`config.mk`:
```
export PLATFORM = sky130hd
export DESIGN_NAME = ivs_ctrl
export DESIGN_NICKNAME = d
export VERILOG_FILES = /design/src/rtl/ivs_pkg.sv /design/src/rtl/ivs_ctrl.sv
export SDC_FILE = /design/constraint.sdc
export NUM_CORES = 1
export LEC_CHECK = 0
export ABC_AREA = 1
export BUFFER_PORTS_ARGS = -buffer_cell sky130_fd_sc_hd__buf_2
export CAP_MARGIN = 20
export CELL_PAD_IN_SITES_DETAIL_PLACEMENT = 0
export CELL_PAD_IN_SITES_GLOBAL_PLACEMENT = 1
export CORE_MARGIN = 2
export CORE_UTILIZATION = 36
export DETAILED_ROUTE_END_ITERATION = 10
export PLACE_DENSITY_LB_ADDON = 0.1
export SLEW_MARGIN = 15
export SYNTH_ARGS = -nofsm -noshare
export SYNTH_HDL_FRONTEND = slang
export SYNTH_SLANG_ARGS = --single-unit
```
`constraint.sdc`:
```
create_clock -name clk -period 8.6 [get_ports clk]
set_clock_uncertainty 0.15 [all_clocks]
set_input_delay 0.43 -clock clk [delete_from_list [all_inputs] [get_ports clk]]
set_output_delay 0.43 -clock clk [all_outputs]
set_load 0.02 [all_outputs]
```
`src/rtl/ivs_pkg.sv`:
```
// ----------------------------------------------------------------------------
// ivs_pkg
// Shared types and constants for the indexed vector store.
// ----------------------------------------------------------------------------
package ivs_pkg;

  localparam int MODE_W   = 3;
  localparam int INDEX_W  = 9;
  localparam int WORD_W   = 64;
  localparam int STATUS_W = 2;
  localparam int COUNT_W  = 9;

  typedef enum logic [MODE_W-1:0] {
    MODE_ALLOC  = 3'd0,
    MODE_SET    = 3'd1,
    MODE_GET    = 3'd2,
    MODE_INSERT = 3'd3,
    MODE_ERASE  = 3'd4,
    MODE_PUSH   = 3'd5,
    MODE_POP    = 3'd6,
    MODE_CLEAR  = 3'd7
  } mode_t;

  typedef enum logic [STATUS_W-1:0] {
    ST_OK    = 2'd0,
    ST_RANGE = 2'd1,
    ST_FULL  = 2'd2,
    ST_EMPTY = 2'd3
  } status_t;

  typedef enum logic [2:0] {
    S_IDLE,
    S_GET,
    S_ZERO,
    S_SHIFT,
    S_FIN
  } state_t;

  // Port strobes from the sequencer to the element RAM
  typedef struct packed {
    logic wr_en;
    logic rd_en;
  } mem_ctl_t;

endpackage

```
`src/rtl/ivs_ctrl.sv`:
```
// ----------------------------------------------------------------------------
// ivs_ctrl
// Request decode, range checks, element count and the sequencer that walks
// the RAM for allocate, insert and erase.
// ----------------------------------------------------------------------------
module ivs_ctrl #(
  parameter int CAPACITY = 256,
  parameter int AW       = $clog2(CAPACITY),
  parameter int CW       = $clog2(CAPACITY + 1)
) (
  input  logic                          clk,
  input  logic                          rst_n,
  input  logic                          start,
  output logic                          busy,
  input  logic [ivs_pkg::MODE_W-1:0]    in_mode,
  input  logic [ivs_pkg::INDEX_W-1:0]   in_index,
  input  logic [ivs_pkg::WORD_W-1:0]    in_value,
  output logic                          out_valid,
  output logic [ivs_pkg::WORD_W-1:0]    out_read_value,
  output logic [ivs_pkg::STATUS_W-1:0]  out_status,
  output logic [ivs_pkg::COUNT_W-1:0]   out_count,
  output logic                          out_empty_flag,
  output ivs_pkg::mem_ctl_t             mem_ctl,
  output logic [AW-1:0]                 mem_waddr,
  output logic [ivs_pkg::WORD_W-1:0]    mem_wdata,
  output logic [AW-1:0]                 mem_raddr,
  input  logic [ivs_pkg::WORD_W-1:0]    mem_rdata
);

  // common compare width for index, count and capacity
  localparam int WW = (CW > ivs_pkg::INDEX_W) ? CW : ivs_pkg::INDEX_W;

  ivs_pkg::state_t  state_r, state_nxt;
  logic [CW-1:0]    cnt_r, cnt_nxt;
  logic [CW-1:0]    newcnt_r, newcnt_nxt;
  logic [CW-1:0]    rem_r, rem_nxt;
  logic [AW-1:0]    ptr_r, ptr_nxt;
  logic [AW-1:0]    wa_r, wa_nxt;
  logic [AW-1:0]    idx_r, idx_nxt;
  logic             have_r, have_nxt;
  logic             up_r, up_nxt;
  logic [ivs_pkg::WORD_W-1:0]   val_r, val_nxt;
  logic             vld_r, vld_nxt;
  logic [ivs_pkg::WORD_W-1:0]   rdv_r, rdv_nxt;
  ivs_pkg::status_t sts_r, sts_nxt;

  logic [WW-1:0]    idx_w, cnt_w, cap_w, idx_p1, cnt_m1_w;
  logic [CW-1:0]    cnt_m1;
  ivs_pkg::mode_t   mode;

  assign mode     = ivs_pkg::mode_t'(in_mode);
  assign idx_w    = WW'(in_index);
  assign cnt_w    = WW'(cnt_r);
  assign cap_w    = WW'(CAPACITY);
  assign idx_p1   = idx_w + WW'(1);
  assign cnt_m1   = cnt_r - CW'(1);
  assign cnt_m1_w = WW'(cnt_m1);

  always_ff @(posedge clk) begin
    if (!rst_n) begin
      state_r <= ivs_pkg::S_IDLE;
      cnt_r   <= '0;
      vld_r   <= 1'b0;
      have_r  <= 1'b0;
    end else begin
      state_r <= state_nxt;
      cnt_r   <= cnt_nxt;
      vld_r   <= vld_nxt;
      have_r  <= have_nxt;
    end
  end

  always_ff @(posedge clk) begin
    newcnt_r <= newcnt_nxt;
    rem_r    <= rem_nxt;
    ptr_r    <= ptr_nxt;
    wa_r     <= wa_nxt;
    idx_r    <= idx_nxt;
    up_r     <= up_nxt;
    val_r    <= val_nxt;
    rdv_r    <= rdv_nxt;
    sts_r    <= sts_nxt;
  end

  always_comb begin
    state_nxt  = state_r;
    cnt_nxt    = cnt_r;
    newcnt_nxt = newcnt_r;
    rem_nxt    = rem_r;
    ptr_nxt    = ptr_r;
    wa_nxt     = wa_r;
    idx_nxt    = idx_r;
    have_nxt   = have_r;
    up_nxt     = up_r;
    val_nxt    = val_r;
    vld_nxt    = 1'b0;
    rdv_nxt    = rdv_r;
    sts_nxt    = sts_r;
    mem_ctl    = '0;
    mem_waddr  = '0;
    mem_wdata  = '0;
    mem_raddr  = '0;

    unique case (state_r)
      ivs_pkg::S_IDLE: begin
        if (start) begin
          // most modes finish right here; the result shows next cycle
          vld_nxt  = 1'b1;
          rdv_nxt  = '0;
          sts_nxt  = ivs_pkg::ST_OK;
          have_nxt = 1'b0;
          unique case (mode)
            ivs_pkg::MODE_ALLOC: begin
              if (idx_w > cap_w) begin
                sts_nxt = ivs_pkg::ST_RANGE;
              end else if (idx_w == '0) begin
                cnt_nxt = '0;
              end else begin
                vld_nxt    = 1'b0;
                newcnt_nxt = idx_w[CW-1:0];
                rem_nxt    = idx_w[CW-1:0];
                ptr_nxt    = '0;
                state_nxt  = ivs_pkg::S_ZERO;
              end
            end
            ivs_pkg::MODE_SET: begin
              if (idx_w >= cnt_w) begin
                sts_nxt = ivs_pkg::ST_RANGE;
              end else begin
                mem_ctl.wr_en = 1'b1;
                mem_waddr     = idx_w[AW-1:0];
                mem_wdata     = in_value;
              end
            end
            ivs_pkg::MODE_GET: begin
              if (idx_w >= cnt_w) begin
                sts_nxt = ivs_pkg::ST_RANGE;
              end else begin
                vld_nxt       = 1'b0;
                mem_ctl.rd_en = 1'b1;
                mem_raddr     = idx_w[AW-1:0];
                state_nxt     = ivs_pkg::S_GET;
              end
            end
            ivs_pkg::MODE_INSERT: begin
              if (idx_w > cnt_w) begin
                sts_nxt = ivs_pkg::ST_RANGE;
              end else if (cnt_w >= cap_w) begin
                sts_nxt = ivs_pkg::ST_FULL;
              end else if (idx_w == cnt_w) begin
                // append, nothing to move
                mem_ctl.wr_en = 1'b1;
                mem_waddr     = cnt_r[AW-1:0];
                mem_wdata     = in_value;
                cnt_nxt       = cnt_r + CW'(1);
              end else begin
                vld_nxt    = 1'b0;
                up_nxt     = 1'b1;
                ptr_nxt    = cnt_m1[AW-1:0];
                rem_nxt    = CW'(cnt_w - idx_w);
                idx_nxt    = idx_w[AW-1:0];
                val_nxt    = in_value;
                newcnt_nxt = cnt_r + CW'(1);
                state_nxt  = ivs_pkg::S_SHIFT;
              end
            end
            ivs_pkg::MODE_ERASE: begin
              if (idx_w >= cnt_w) begin
                sts_nxt = ivs_pkg::ST_RANGE;
              end else if (idx_w == cnt_m1_w) begin
                cnt_nxt = cnt_m1;
              end else begin
                vld_nxt    = 1'b0;
                up_nxt     = 1'b0;
                ptr_nxt    = idx_p1[AW-1:0];
                rem_nxt    = CW'(cnt_m1_w - idx_w);
                newcnt_nxt = cnt_m1;
                state_nxt  = ivs_pkg::S_SHIFT;
              end
            end
            ivs_pkg::MODE_PUSH: begin
              if (cnt_w >= cap_w) begin
                sts_nxt = ivs_pkg::ST_FULL;
              end else begin
                mem_ctl.wr_en = 1'b1;
                mem_waddr     = cnt_r[AW-1:0];
                mem_wdata     = in_value;
                cnt_nxt       = cnt_r + CW'(1);
              end
            end
            ivs_pkg::MODE_POP: begin
              if (cnt_r == '0) begin
                sts_nxt = ivs_pkg::ST_EMPTY;
              end else begin
                cnt_nxt = cnt_m1;
              end
            end
            ivs_pkg::MODE_CLEAR: begin
              cnt_nxt = '0;
            end
            default: begin
              cnt_nxt = cnt_r;
            end
          endcase
        end
      end

      ivs_pkg::S_GET: begin
        vld_nxt   = 1'b1;
        rdv_nxt   = mem_rdata;
        sts_nxt   = ivs_pkg::ST_OK;
        state_nxt = ivs_pkg::S_IDLE;
      end

      ivs_pkg::S_ZERO: begin
        mem_ctl.wr_en = 1'b1;
        mem_waddr     = ptr_r;
        mem_wdata     = '0;
        ptr_nxt       = ptr_r + AW'(1);
        rem_nxt       = rem_r - CW'(1);
        if (rem_r == CW'(1)) begin
          cnt_nxt   = newcnt_r;
          vld_nxt   = 1'b1;
          state_nxt = ivs_pkg::S_IDLE;
        end
      end

      ivs_pkg::S_SHIFT: begin
        // read one entry ahead, write the word read last cycle one place over
        if (have_r) begin
          mem_ctl.wr_en = 1'b1;
          mem_waddr     = wa_r;
          mem_wdata     = mem_rdata;
        end
        if (rem_r != '0) begin
          mem_ctl.rd_en = 1'b1;
          mem_raddr     = ptr_r;
          wa_nxt        = up_r ? ptr_r + AW'(1) : ptr_r - AW'(1);
          ptr_nxt       = up_r ? ptr_r - AW'(1) : ptr_r + AW'(1);
          rem_nxt       = rem_r - CW'(1);
          have_nxt      = 1'b1;
        end else begin
          have_nxt = 1'b0;
          if (up_r) begin
            state_nxt = ivs_pkg::S_FIN;
          end else begin
            cnt_nxt   = newcnt_r;
            vld_nxt   = 1'b1;
            state_nxt = ivs_pkg::S_IDLE;
          end
        end
      end

      ivs_pkg::S_FIN: begin
        mem_ctl.wr_en = 1'b1;
        mem_waddr     = idx_r;
        mem_wdata     = val_r;
        cnt_nxt       = newcnt_r;
        vld_nxt       = 1'b1;
        state_nxt     = ivs_pkg::S_IDLE;
      end

      default: begin
        state_nxt = ivs_pkg::S_IDLE;
      end
    endcase
  end

  assign busy           = (state_r != ivs_pkg::S_IDLE);
  assign out_valid      = vld_r;
  assign out_read_value = rdv_r;
  assign out_status     = sts_r;
  assign out_count      = cnt_w[ivs_pkg::COUNT_W-1:0];
  assign out_empty_flag = (cnt_r == '0);

endmodule

```
==> results.toml <==
[sta]
slew_violations = 0
setup_tns_ns = 0
worst_pin_slew_ns = 1.09
period_share_pct = 53.5
worst_slew_margin_rel_pct = 27.5
period_minus_slack_ns = 4.60
setup_violations = 0
whs_ns = 0.0343
hold_viol = 0
rsz0062_at_grt = "no"
fmax_mhz = 217

[worst_setup_path]
required_ns = 8.02
reg2reg_depth = 14
path_cells = "inv_2 -> nand2_1 -> nor2_2 -> inv_4 -> nor2_2 -> inv_2 -> a21oi_4 -> buf_4 -> nand3_1 -> o211ai_1 -> buf_2"
worstSetupPathType = "flip-flop to primary output"
critical_path_depth = 11
critPathMaxStageDelay_ns = 0.82
cp_slowest_cell = "a21oi_4"
crit_fanout = 46
critPathTopFamily = "buffers and inverters"
startpoint_type = "flip-flop"
critical_path_arrival_ns = 4.02
worst-path-buf-inv = 5
setup.worst_path.end_class = "primary output"

[clock_network]
htree_levels = 4
cts.sinks = 187
cts_made_buffers = 17
post_cts_buffers = 0
path_clk_slew_ns = 0.08
ctsLongestPathBuffers = 2
ctsResizeCount = 0
clkLatencyLatePin_ns = 0.44
hold_buffers = 0
clockRootBuffer = "clkbuf_16"
cts_tree = "done"

[logic_synthesis]
netlist_instances = 1246
synth_mux_area_share_pct = 0.693
ys_warn_count = 0
synth_compound_area_share_pct = 14.3
syn_area_um2 = 11600
ys_seq_area_share_pct = 47.4
yosys.area_share.simple_pct = 23.6
synthTopCellsByArea = "edfxtp_1 45%, nand2_1 7.8%, o211ai_2 5.4%"
synth_fa_ha_area_share_pct = 3.27
synth-edff-count = 173
synth_xor_area_share_pct = 1.82
syn_nets = 1418
yosysTopAreaCell = "edfxtp_1"
synthFlopType = "edfxtp_1"
synth_top_family_by_area = "simple AND/OR/NAND/NOR gates"
syn_avg_cell_area_um2 = 9.27
ys_async_sr_fraction_pct = 0
netlist.area_leader.share_pct = 45.0
ys_types = 56
synth-seq-cells = 187

[route]
num_vias = 10100
viasPerCell = 5.22
detail_route.first_pass.iterations = 5
drtAntennaViolNets = 0
routed_wl_mm = 41.9
wire_per_inst_um = 21.7
drt-initial-drc-count = 867
route.detailed.drc = 0

[global_routing]
grt_util_all_layers_pct = 24.8
grt_pass1_vias = 9608
globalRouteOverflowTotal = 0
grt_max_degree = 74
antenna_found_initial = 4
grt_first_pass_wirelength_mm = 61.8

[die]
dieArea_um2 = 33500
rows = 65
design.core.area_um2 = 31600
io_pins = 303
die_h_um = 183
dieWidth_um = 183
initial_core_util_pct = 36.6

[worst_hold_path]
min_path_type = "primary input to flip-flop"
hold_path_depth = 1

[final_layout]
nets = 1691
syn_to_final_growth_pct = 20.0
drive_gt1_share_pct = 32.5
final_common_cell = "buf_2"
layout_common_cells = "302 x buf_2, 239 x nand2_1, 173 x edfxtp_1"
final_core_utilization_pct = 43.9
fin_cells = 1936

[place]
dpl.hpwl_mm = 31.8
place.gp.congestion = 0.903
port_buffers = 302
placed_cells = 1902

[power]
vdd.ir_drop.worst_uv = 166
pwr_density_cell_nw_per_um2 = 274
leakage_uw = 0.00630
fin_total_pwr_uw = 3790

[outcome]
status = "finished clean"

[job]
cap_violations = 0
==> area by class of cell <==
cell class | count | area (um^2)
antenna | 3 | 7.51
clock buffer | 19 | 433
clock inverter | 12 | 118
fill | 3171 | 17700
inverter | 175 | 662
multi-input combinational | 828 | 5090
sequential | 187 | 5480
tap | 402 | 503
timing repair buffer | 310 | 1570
==> sequential cells by signal, indices dropped and copies added, names as in the netlist <==
name,count
out_count,9
up_r,1
state_r,3
idx_r,8
have_r,1
out_valid,1
val_r,64
out_status,2
out_read_value,64
newcnt_r,9
ptr_r,8
wa_r,8
rem_r,9
==> power by group <==
group / leakage, uW / switching [uW] / internal, uW
sequential: 0.00176 / 106 / 1230
clock: 0.000257 / 361 / 402
combinational: 0.00429 / 1210 / 476
==> stage by stage <==
stage	setup WS [ns]	cell area, um^2
5_1_grt	3.68	13900
3_5_place_dp	4.31	13300
6_report	4.00	13900
4_1_cts	4.02	13900
3_3_place_gp	4.34	13300
2_1_floorplan	2.56	11600
==> cells in the mapped netlist, types with 24 or more instances <==
cell	count
nand2_1	241
edfxtp_1	173
inv_1	159
nor2_1	118
nand3_1	80
nand3_2	55
o211ai_2	50
o21ai_0	45
a21oi_1	39
ha_1	27
o211ai_1	25
clkbuf_1	24
==> worst paths after layout <==
kind	from	end	slack, ns
max	state_r[0]	mem_wdata[42]	4.00
min	in_value[19]	val_r[19]	0.03
max reg2reg	out_count[0]	newcnt_r[4]	4.44
min reg2reg	state_r[0]	state_r[0]	0.42
==> cells by family (layout without fill, tap and decap cells) <==
logic type	after synthesis	in the layout
AOI/OAI and AO/OA	216	216
xor gates and xnor gates	24	24
adders and majority gates	29	29
buffers and inverters	231	516
DFF	187	187
muxes	8	8
other	0	3
and+or+nand+nor	551	551
==> routing by layer <==
layer  global-route usage [%]  part of all wire, %
met5                        0                0.031
met1                     33.6                   45
met3                     3.91                  5.6
met4                     9.15                  3.1
met2                     40.0                   47
Power figures use the tool's default switching activity.
